==> src/design/crc16fgc_pkg.sv <==
`default_nettype none
// ----------------------------------------------------------------------------
// crc16fgc_pkg
// shared types, codes and the byte-wide crc-16 update for the frame
// crc generate and check block
// ----------------------------------------------------------------------------
package crc16fgc_pkg;

    localparam logic [15:0] CRC_POLY    = 16'h8005;
    localparam int          QUEUE_DEPTH = 4;

    // configuration register indexes
    localparam logic REG_MODE           = 1'b0;
    localparam logic REG_EXPECTED_COUNT = 1'b1;

    // mode codes
    localparam logic MODE_GENERATE = 1'b0;
    localparam logic MODE_CHECK    = 1'b1;

    // status codes on the final beat of a frame
    localparam logic [1:0] ST_OK           = 2'd0;
    localparam logic [1:0] ST_BAD_COUNT    = 2'd1;
    localparam logic [1:0] ST_CRC_MISMATCH = 2'd2;

    localparam logic [7:0] EXPECTED_COUNT_RESET = 8'd35;
    localparam logic [7:0] MIN_COUNT            = 8'd3;

    // one classified item between front and back
    typedef struct packed {
        logic [7:0]  data;
        logic        is_crc;
        logic        last;
        logic [1:0]  status;
        logic        append;
        logic [15:0] crc;
    } qent_t;

    // eight bit steps, data lsb first, register shifts out bit 15
    function automatic logic [15:0] crc16_byte(input logic [15:0] crc_in,
                                               input logic [7:0]  b);
        logic [15:0] c;
        c = crc_in;
        for (int i = 0; i < 8; i++)
        begin
            if (b[i] ^ c[15])
                c = {c[14:0], 1'b0} ^ CRC_POLY;
            else
                c = {c[14:0], 1'b0};
        end
        return c;
    endfunction

endpackage
`default_nettype wire

==> src/design/crc16fgc_front.sv <==
`default_nettype none
// ----------------------------------------------------------------------------
// crc16fgc_front
// tracks frame position, runs the crc per accepted byte and classifies
// each byte into one queue entry for the back end
// ----------------------------------------------------------------------------
module crc16fgc_front (
    input  wire logic                clk,
    input  wire logic                rst_n,
    input  wire logic                accept,
    input  wire logic [7:0]          data_byte,
    input  wire logic                mode,
    input  wire logic [7:0]          expected_count,
    output crc16fgc_pkg::qent_t      entry
);
    import crc16fgc_pkg::*;

    logic [15:0] crc_reg, crc_next;
    logic [7:0]  idx_reg, idx_next;
    logic [7:0]  len_reg, len_next;
    logic [7:0]  rx_low_reg, rx_low_next;
    logic        cbad_reg, cbad_next;

    logic        first;
    logic        short_frame;
    logic [15:0] crc_base;
    logic [15:0] crc_upd;
    logic [7:0]  len;
    logic [7:0]  len_m2;
    logic        cbad;
    logic [8:0]  pos_p1;
    logic [1:0]  final_status;

    always_comb
    begin
        first       = (idx_reg == 8'd0);
        crc_base    = first ? 16'd0 : crc_reg;
        short_frame = first && ((data_byte < MIN_COUNT) ||
                                ((mode == MODE_CHECK) && (expected_count < MIN_COUNT)));
        if (first)
            len = (mode == MODE_CHECK) ? expected_count : data_byte;
        else
            len = len_reg;
        cbad    = first ? ((mode == MODE_CHECK) && (data_byte != expected_count))
                        : cbad_reg;
        len_m2  = len - 8'd2;
        pos_p1  = {1'b0, idx_reg} + 9'd1;
        crc_upd = crc16_byte(crc_base, data_byte);

        if (cbad)
            final_status = ST_BAD_COUNT;
        else if ((rx_low_reg != crc_base[7:0]) || (data_byte != crc_base[15:8]))
            final_status = ST_CRC_MISMATCH;
        else
            final_status = ST_OK;

        entry        = '0;
        entry.data   = data_byte;
        entry.crc    = crc_upd;
        crc_next     = crc_reg;
        idx_next     = idx_reg;
        len_next     = len_reg;
        rx_low_next  = rx_low_reg;
        cbad_next    = cbad_reg;

        if (accept)
        begin
            if (first && !short_frame)
                len_next = len;
            priority if (short_frame)
            begin
                entry.last   = 1'b1;
                entry.status = ST_BAD_COUNT;
                idx_next     = 8'd0;
                crc_next     = 16'd0;
                cbad_next    = 1'b0;
            end
            else if (mode == MODE_GENERATE)
            begin
                if (pos_p1 >= {1'b0, len_m2})
                begin
                    // last covered byte: crc bytes follow in the back end
                    entry.append = 1'b1;
                    idx_next     = 8'd0;
                    crc_next     = 16'd0;
                    cbad_next    = 1'b0;
                end
                else
                begin
                    idx_next  = pos_p1[7:0];
                    crc_next  = crc_upd;
                    cbad_next = cbad;
                end
            end
            else if (idx_reg < len_m2)
            begin
                idx_next  = pos_p1[7:0];
                crc_next  = crc_upd;
                cbad_next = cbad;
            end
            else if (idx_reg == len_m2)
            begin
                entry.is_crc = 1'b1;
                rx_low_next  = data_byte;
                idx_next     = pos_p1[7:0];
                crc_next     = crc_base;
                cbad_next    = cbad;
            end
            else
            begin
                entry.is_crc = 1'b1;
                entry.last   = 1'b1;
                entry.status = final_status;
                idx_next     = 8'd0;
                crc_next     = 16'd0;
                cbad_next    = 1'b0;
            end
        end
    end

    always_ff @(posedge clk or negedge rst_n)
    begin
        if (!rst_n)
        begin
            crc_reg    <= 16'd0;
            idx_reg    <= 8'd0;
            len_reg    <= 8'd0;
            rx_low_reg <= 8'd0;
            cbad_reg   <= 1'b0;
        end
        else
        begin
            crc_reg    <= crc_next;
            idx_reg    <= idx_next;
            len_reg    <= len_next;
            rx_low_reg <= rx_low_next;
            cbad_reg   <= cbad_next;
        end
    end

`ifndef SYNTHESIS
    // inside a frame the latched length is always a legal one
    assert property (@(posedge clk) disable iff (!rst_n)
        (idx_reg != 8'd0) |-> (len_reg >= MIN_COUNT))
        else $error("front: mid-frame with short latched length");
`endif

endmodule
`default_nettype wire

==> src/design/crc16fgc_queue.sv <==
`default_nettype none
// ----------------------------------------------------------------------------
// crc16fgc_queue
// short queue of classified entries between front and back end
// ----------------------------------------------------------------------------
module crc16fgc_queue #(
    parameter int DEPTH = crc16fgc_pkg::QUEUE_DEPTH
) (
    input  wire logic                clk,
    input  wire logic                rst_n,
    input  wire logic                wr_en,
    input  wire crc16fgc_pkg::qent_t wr_entry,
    input  wire logic                rd_en,
    output crc16fgc_pkg::qent_t      rd_entry,
    output logic                     q_full,
    output logic                     q_empty
);
    import crc16fgc_pkg::*;

    localparam int PW = (DEPTH > 1) ? $clog2(DEPTH) : 1;
    localparam int CW = $clog2(DEPTH + 1);
    localparam logic [PW-1:0] LAST_PTR = PW'(DEPTH - 1);

    qent_t         mem [DEPTH];
    logic [PW-1:0] wptr_reg, wptr_next;
    logic [PW-1:0] rptr_reg, rptr_next;
    logic [CW-1:0] cnt_reg, cnt_next;

    always_comb
    begin
        q_full   = (cnt_reg == CW'(DEPTH));
        q_empty  = (cnt_reg == '0);
        rd_entry = mem[rptr_reg];
        wptr_next = wptr_reg;
        rptr_next = rptr_reg;
        cnt_next  = cnt_reg;
        if (wr_en)
            wptr_next = (wptr_reg == LAST_PTR) ? '0 : wptr_reg + PW'(1);
        if (rd_en)
            rptr_next = (rptr_reg == LAST_PTR) ? '0 : rptr_reg + PW'(1);
        if (wr_en && !rd_en)
            cnt_next = cnt_reg + CW'(1);
        else if (rd_en && !wr_en)
            cnt_next = cnt_reg - CW'(1);
    end

    always_ff @(posedge clk)
    begin
        if (wr_en)
            mem[wptr_reg] <= wr_entry;
    end

    always_ff @(posedge clk or negedge rst_n)
    begin
        if (!rst_n)
        begin
            wptr_reg <= '0;
            rptr_reg <= '0;
            cnt_reg  <= '0;
        end
        else
        begin
            wptr_reg <= wptr_next;
            rptr_reg <= rptr_next;
            cnt_reg  <= cnt_next;
        end
    end

`ifndef SYNTHESIS
    assert property (@(posedge clk) disable iff (!rst_n)
        cnt_reg <= CW'(DEPTH))
        else $error("queue: fill count beyond depth");
    assert property (@(posedge clk) disable iff (!rst_n)
        rd_en |-> !q_empty)
        else $error("queue: read when empty");
    assert property (@(posedge clk) disable iff (!rst_n)
        wr_en |-> !q_full)
        else $error("queue: write when full");
`endif

endmodule
`default_nettype wire

==> src/design/crc16fgc_back.sv <==
`default_nettype none
// ----------------------------------------------------------------------------
// crc16fgc_back
// expands queue entries into result beats (echo, then crc low and high
// when appending) and holds them in the output register
// ----------------------------------------------------------------------------
module crc16fgc_back (
    input  wire logic                clk,
    input  wire logic                rst_n,
    input  wire crc16fgc_pkg::qent_t head,
    input  wire logic                q_empty,
    output logic                     deq,
    input  wire logic                pop,
    output logic                     empty,
    output logic [7:0]               out_byte,
    output logic                     is_crc,
    output logic                     frame_last,
    output logic [1:0]               status
);
    import crc16fgc_pkg::*;

    localparam logic [1:0] PH_DATA   = 2'd0;
    localparam logic [1:0] PH_CRC_LO = 2'd1;
    localparam logic [1:0] PH_CRC_HI = 2'd2;

    logic [1:0] phase_reg, phase_next;
    logic       ovalid_reg, ovalid_next;
    logic [7:0] obyte_reg, obyte_next;
    logic       ocrc_reg, ocrc_next;
    logic       olast_reg, olast_next;
    logic [1:0] ost_reg, ost_next;
    logic       load;

    always_comb
    begin
        load        = !q_empty && (!ovalid_reg || pop);
        deq         = 1'b0;
        phase_next  = phase_reg;
        ovalid_next = ovalid_reg && !pop;
        obyte_next  = obyte_reg;
        ocrc_next   = ocrc_reg;
        olast_next  = olast_reg;
        ost_next    = ost_reg;

        if (load)
        begin
            ovalid_next = 1'b1;
            unique case (phase_reg)
                PH_DATA:
                begin
                    obyte_next = head.data;
                    ocrc_next  = head.is_crc;
                    olast_next = head.last;
                    ost_next   = head.status;
                    if (head.append)
                        phase_next = PH_CRC_LO;
                    else
                        deq = 1'b1;
                end
                PH_CRC_LO:
                begin
                    obyte_next = head.crc[7:0];
                    ocrc_next  = 1'b1;
                    olast_next = 1'b0;
                    ost_next   = ST_OK;
                    phase_next = PH_CRC_HI;
                end
                PH_CRC_HI:
                begin
                    obyte_next = head.crc[15:8];
                    ocrc_next  = 1'b1;
                    olast_next = 1'b1;
                    ost_next   = ST_OK;
                    phase_next = PH_DATA;
                    deq        = 1'b1;
                end
                default:
                begin
                    phase_next  = PH_DATA;
                    ovalid_next = ovalid_reg && !pop;
                end
            endcase
        end

        empty      = !ovalid_reg;
        out_byte   = obyte_reg;
        is_crc     = ocrc_reg;
        frame_last = olast_reg;
        status     = ost_reg;
    end

    always_ff @(posedge clk or negedge rst_n)
    begin
        if (!rst_n)
        begin
            phase_reg  <= PH_DATA;
            ovalid_reg <= 1'b0;
        end
        else
        begin
            phase_reg  <= phase_next;
            ovalid_reg <= ovalid_next;
        end
    end

    // result payload, only meaningful while the output register is valid
    always_ff @(posedge clk)
    begin
        obyte_reg <= obyte_next;
        ocrc_reg  <= ocrc_next;
        olast_reg <= olast_next;
        ost_reg   <= ost_next;
    end

`ifndef SYNTHESIS
    // mid-expansion the head entry must stay put and be an appending one
    assert property (@(posedge clk) disable iff (!rst_n)
        (phase_reg != PH_DATA) |-> (!q_empty && head.append))
        else $error("back: crc expansion without an appending head");
    assert property (@(posedge clk) disable iff (!rst_n)
        (phase_reg == PH_DATA) || (phase_reg == PH_CRC_LO) || (phase_reg == PH_CRC_HI))
        else $error("back: illegal phase");
`endif

endmodule
`default_nettype wire

==> src/design/crc16_frame_generate_check.sv <==
`default_nettype none
// ----------------------------------------------------------------------------
// crc16_frame_generate_check
// count-prefixed frame crc-16 (poly 0x8005, init 0, lsb-first data)
// generator and checker
// ----------------------------------------------------------------------------
// Accepts one byte per clock while full is low; the crc update is a single
// byte-wide step in the front end, so input throughput is one byte each cycle.
// The back end drains results at one beat per cycle from its output register
// while pop is held high, so a byte that yields one result keeps pace, while a
// generate-mode frame-ending byte yields three beats (echo, crc low, crc high);
// a DEPTH-entry queue between the two absorbs that burst. When nothing waits
// ahead of it, an accepted byte is written into the queue and then loaded into
// the output register that drives the result ports. Configuration writes
// are always ready and are meant for idle periods; mode is sampled on every
// byte, expected_count at each count byte. No clearing pass after reset.
// ----------------------------------------------------------------------------
module crc16_frame_generate_check #(
    parameter int DEPTH = crc16fgc_pkg::QUEUE_DEPTH
) (
    input  wire logic        clk,
    input  wire logic        rst_n,
    input  wire logic        cfg_valid,
    output logic             cfg_ready,
    input  wire logic        cfg_index,
    input  wire logic [7:0]  cfg_data,
    input  wire logic        push,
    output logic             full,
    input  wire logic [7:0]  data_byte,
    input  wire logic        pop,
    output logic             empty,
    output logic [7:0]       out_byte,
    output logic             is_crc,
    output logic             frame_last,
    output logic [1:0]       status
);
    import crc16fgc_pkg::*;

    logic       mode_reg;
    logic [7:0] exp_cnt_reg;
    logic       accept;
    logic       q_empty;
    logic       deq;
    qent_t      wr_entry;
    qent_t      head;

    assign cfg_ready = 1'b1;
    assign accept    = push && !full;

    always_ff @(posedge clk or negedge rst_n)
    begin
        if (!rst_n)
        begin
            mode_reg    <= MODE_GENERATE;
            exp_cnt_reg <= EXPECTED_COUNT_RESET;
        end
        else if (cfg_valid && cfg_ready)
        begin
            unique case (cfg_index)
                REG_MODE:           mode_reg    <= cfg_data[0];
                REG_EXPECTED_COUNT: exp_cnt_reg <= cfg_data;
                default:            mode_reg    <= mode_reg;
            endcase
        end
    end

    crc16fgc_front u_front (
        .clk            (clk),
        .rst_n          (rst_n),
        .accept         (accept),
        .data_byte      (data_byte),
        .mode           (mode_reg),
        .expected_count (exp_cnt_reg),
        .entry          (wr_entry)
    );

    crc16fgc_queue #(
        .DEPTH (DEPTH)
    ) u_queue (
        .clk      (clk),
        .rst_n    (rst_n),
        .wr_en    (accept),
        .wr_entry (wr_entry),
        .rd_en    (deq),
        .rd_entry (head),
        .q_full   (full),
        .q_empty  (q_empty)
    );

    crc16fgc_back u_back (
        .clk        (clk),
        .rst_n      (rst_n),
        .head       (head),
        .q_empty    (q_empty),
        .deq        (deq),
        .pop        (pop),
        .empty      (empty),
        .out_byte   (out_byte),
        .is_crc     (is_crc),
        .frame_last (frame_last),
        .status     (status)
    );

endmodule
`default_nettype wire
==> config.mk <==
export PLATFORM = sky130hd
export DESIGN_NAME = crc16_frame_generate_check
export DESIGN_NICKNAME = d
export VERILOG_FILES = /design/src/design/crc16fgc_pkg.sv /design/src/design/crc16fgc_front.sv /design/src/design/crc16fgc_queue.sv /design/src/design/crc16fgc_back.sv /design/src/design/crc16_frame_generate_check.sv
export SDC_FILE = /design/constraint.sdc
export NUM_CORES = 1
export LEC_CHECK = 0
export BUFFER_PORTS_ARGS = -buffer_cell sky130_fd_sc_hd__buf_2
export CAP_MARGIN = 20
export CELL_PAD_IN_SITES_DETAIL_PLACEMENT = 1
export CELL_PAD_IN_SITES_GLOBAL_PLACEMENT = 1
export CORE_MARGIN = 2
export CORE_UTILIZATION = 58
export CTS_BUF_LIST = sky130_fd_sc_hd__clkbuf_8
export DETAILED_ROUTE_END_ITERATION = 10
export PLACE_DENSITY = 0.88
export SYNTH_ARGS = -nofsm -noshare
export SYNTH_HDL_FRONTEND = slang
export SYNTH_SLANG_ARGS = --single-unit
==> constraint.sdc <==
create_clock -name clk -period 11.6 [get_ports clk]
set_input_delay 2.32 -clock clk [delete_from_list [all_inputs] [get_ports clk]]
set_output_delay 2.32 -clock clk [all_outputs]
set_load 0.005 [all_outputs]
==> flow_summary_export.csv <==
group,metric,value,unit
critical_path,worst-path-max-fanout,16,
logic_synthesis,synth-seq-cells,188,
critical_path,required,12.01,ns
timing,tightest_slew,0.948,ns
route,route.detailed.drc,0,
power_and_ir_drop,ir_drop,147,uV
cts,clk_latency,0.49,ns
logic_synthesis,yosys_most_used_dff,"edfxtp_1",
cts,ctsLongestPathBuffers,2,
logic_synthesis,mappedNetlistArea,9110,um2
logic_synthesis,synthArstFlopShare,31.9,%
logic_synthesis,synth_fp_nets,703,
cts,cts_setup_buffers,0,
floorplan,die_area,16700,um2
final_layout,final_common_cell,"edfxtp_1",
cts,holdBufCountCts,0,
critical_path,critPathKind,"in2reg",
final_layout,layout_common_cells,"edfxtp_1, dfrtp_1, xnor2_1, nor2_1, buf_2",
logic_synthesis,postSynthCellCount,649,
cts,cts_resized,0,
critical_path,worst_setup_path_start_kind,"primary input",
route,wirelength,21.8,mm
route,wl_per_cell,24.3,um
logic_synthesis,synth_edf_count,128,
timing,clock-skew-final,0.0201,ns
place,portBuffers,35,
global_route,track_usage,27.6,%
critical_path,arrival,6.02,ns
timing,finalSetupViolCount,0,
place,hpwl,14.4,mm
final_layout,fin_nets,724,
route,vias,5675,
cts,numCtsBuffers,17,
route,vias_per_cell,6.34,
global_route,antenna_found_initial,1,
global_route,first_global_vias,6021,
timing,hold_ws,0.507,ns
timing,hold_violations,0,
floorplan,start_util,59.7,%
global_route,overflow,0,
route,drt-initial-drc-count,537,
timing,timing.final.crit_period,5.61,ns
logic_synthesis,synth.distinct_cells,58,
final_layout,finish.utilization,64.6,%
critical_path,cp-end-kind,"flip-flop",
final_layout,fin_area,9850,um2
logic_synthesis,synth-warning-count,0,
final_layout,drive_gt1_share,20.1,%
place,place_congestion,0.829,
floorplan,die_w,129,um
status,status,"finished, final reports clean",
timing,drv_slew,0,
global_route,grt_pass1_wl,33.8,mm
timing,rsz0062_at_grt,"no",
global_route,grt_max_degree,61,
route,drtAntennaViolNets,0,
floorplan,coreArea,15300,um2
cts,htreeDepth,4,
flow_run,cap_violations,0,
power_and_ir_drop,leakage,3.71,nW
cts,cts_tree,"done",
route,first_pass_iters,7,
logic_synthesis,synth_area_per_cell,14.0,um2
final_layout,largest_register_ff_count,116,
cts,clock-sinks,188,
floorplan,dieHeight,129,um
floorplan,num_rows,45,
cts,root_buffer,"clkbuf_8",
timing,maxSlewHeadroom,36.8,%
timing,max_freq,178,MHz
worst_hold_path,holdCritPathClass,"reg2reg",
final_layout,area_delta_synth_final,8.20,%
place,dpl_cell_area,9390,um2
power_and_ir_drop,power.density,306,nW/um2
timing,finalCritPeriodShare,48.4,%
timing,timing.setup.tns,0,ns
cts,clk_pin_slew_worst_paths,0.09,ns
logic_synthesis,synth-seq-area-share,58.7,%
floorplan,ios,37,
Yosys cell counts, drive strengths merged (2+ instances only):
master,instances,area [um2]
nand2,30,113
nor4,3,18.8
o32ai,6,52.6
dfrtp,57,1430
nor3,2,10.0
edfxtp,128,3840
clkbuf,18,67.6
ha,31,388
inv,11,41.3
o21ai,22,110
nand3,12,65.1
nor4bb,7,70.1
or2,3,18.8
xnor3,3,67.6
nand4,10,62.6
a21o,2,15.0
a21oi,26,130
nor4b,2,17.5
mux2i,8,80.1
o31ai,2,20.0
o211a,2,20.0
nand2b,5,31.3
and3,2,12.5
mux2,23,259
xor2,11,104
nor2,42,165
nor2b,8,50.1
o211ai,2,15.0
o2111ai,5,43.8
a22oi,8,60.1
a31oi,9,56.3
xnor2,48,420
o21a,3,22.5
mux4,29,653
dfstp,3,78.8
a32o,5,50.1
a22o,16,140
and2,12,75.1
buf,23,130
worst max-delay path: stages:
cell and delay, ns:
buf_2 0.19, mux2i_1 0.15, nor2_1 0.06, a21oi_1 0.30, ha_1 0.29, nand4_1 0.10
nor2_1 0.17, xnor2_1 0.18, ha_1 0.31, a21oi_1 0.13, o21ai_1 0.12, o311ai_2 0.70
and3_1 0.72, a32o_1 0.28
final timing paths:
kind	cells after the start	start	to	slack [ns]
worst max-delay path	14	data_byte[1]	u_front.crc_reg[11]	5.99
worst min-delay path	2	u_front.len_reg[1]	u_front.len_reg[1]	0.51
max in group asynchronous	2	rst_n	u_front.crc_reg[4]	9.04
min in group asynchronous	2	rst_n	u_back.phase_reg[0]	1.99
worst max register to register	15	u_front.idx_reg[0]	u_front.crc_reg[11]	6.40
worst min register to register	2	u_front.len_reg[1]	u_front.len_reg[1]	0.51
layout make-up:
type                       instances  area (um2)
clock inverter                    15         175
timing repair buffer              43         263
clock buffer                      17         234
multi-input combinational        409        3520
antenna                            1        2.50
sequential                       188        5350
fill                            1435        5410
inverter                          11        41.3
tap                              211         264
through the flow:
step	setup WS [ns]	instances	power, mW
3_5_place_dp	5.30	859	2.54
6_report	5.99	895	3.01
2_1_floorplan	6.37	649	2.15
4_1_cts	5.79	891	2.99
3_3_place_gp	5.67	859	2.40
5_1_grt	5.80	895	3.19
report_power, final:
group          switching (mW)  internal (mW)
Sequential              0.149           1.05
Combinational           0.790          0.568
Clock                   0.254          0.199
Total                    1.19           1.82
layer usage:
layer / global-route usage [%] / routed length, um / up-vias
met5: 0 / 0 / -
met4: 10.8 / 676 / 0
met3: 5.45 / 1070 / 62
met2: 46.9 / 11100 / 221
met1: 35.2 / 8880 / 2898
li1: - / - / 2494
cell families (layout without fill, tap and decap cells):
logic type,after synthesis,after routing,synth area share [%]
AO/OA/AOI/OAI,113,113,8.64
XOR/XNOR,62,62,6.50
adder cells (fa/ha/maj),32,32,4.48
buffers and inverters,52,86,2.62
flip-flops,188,188,58.7
multiplexers,60,60,10.9
other,1,2,0.0412
AND/OR/NAND/NOR,141,141,8.08
Note: power is estimated with default switching activity, not from simulation.
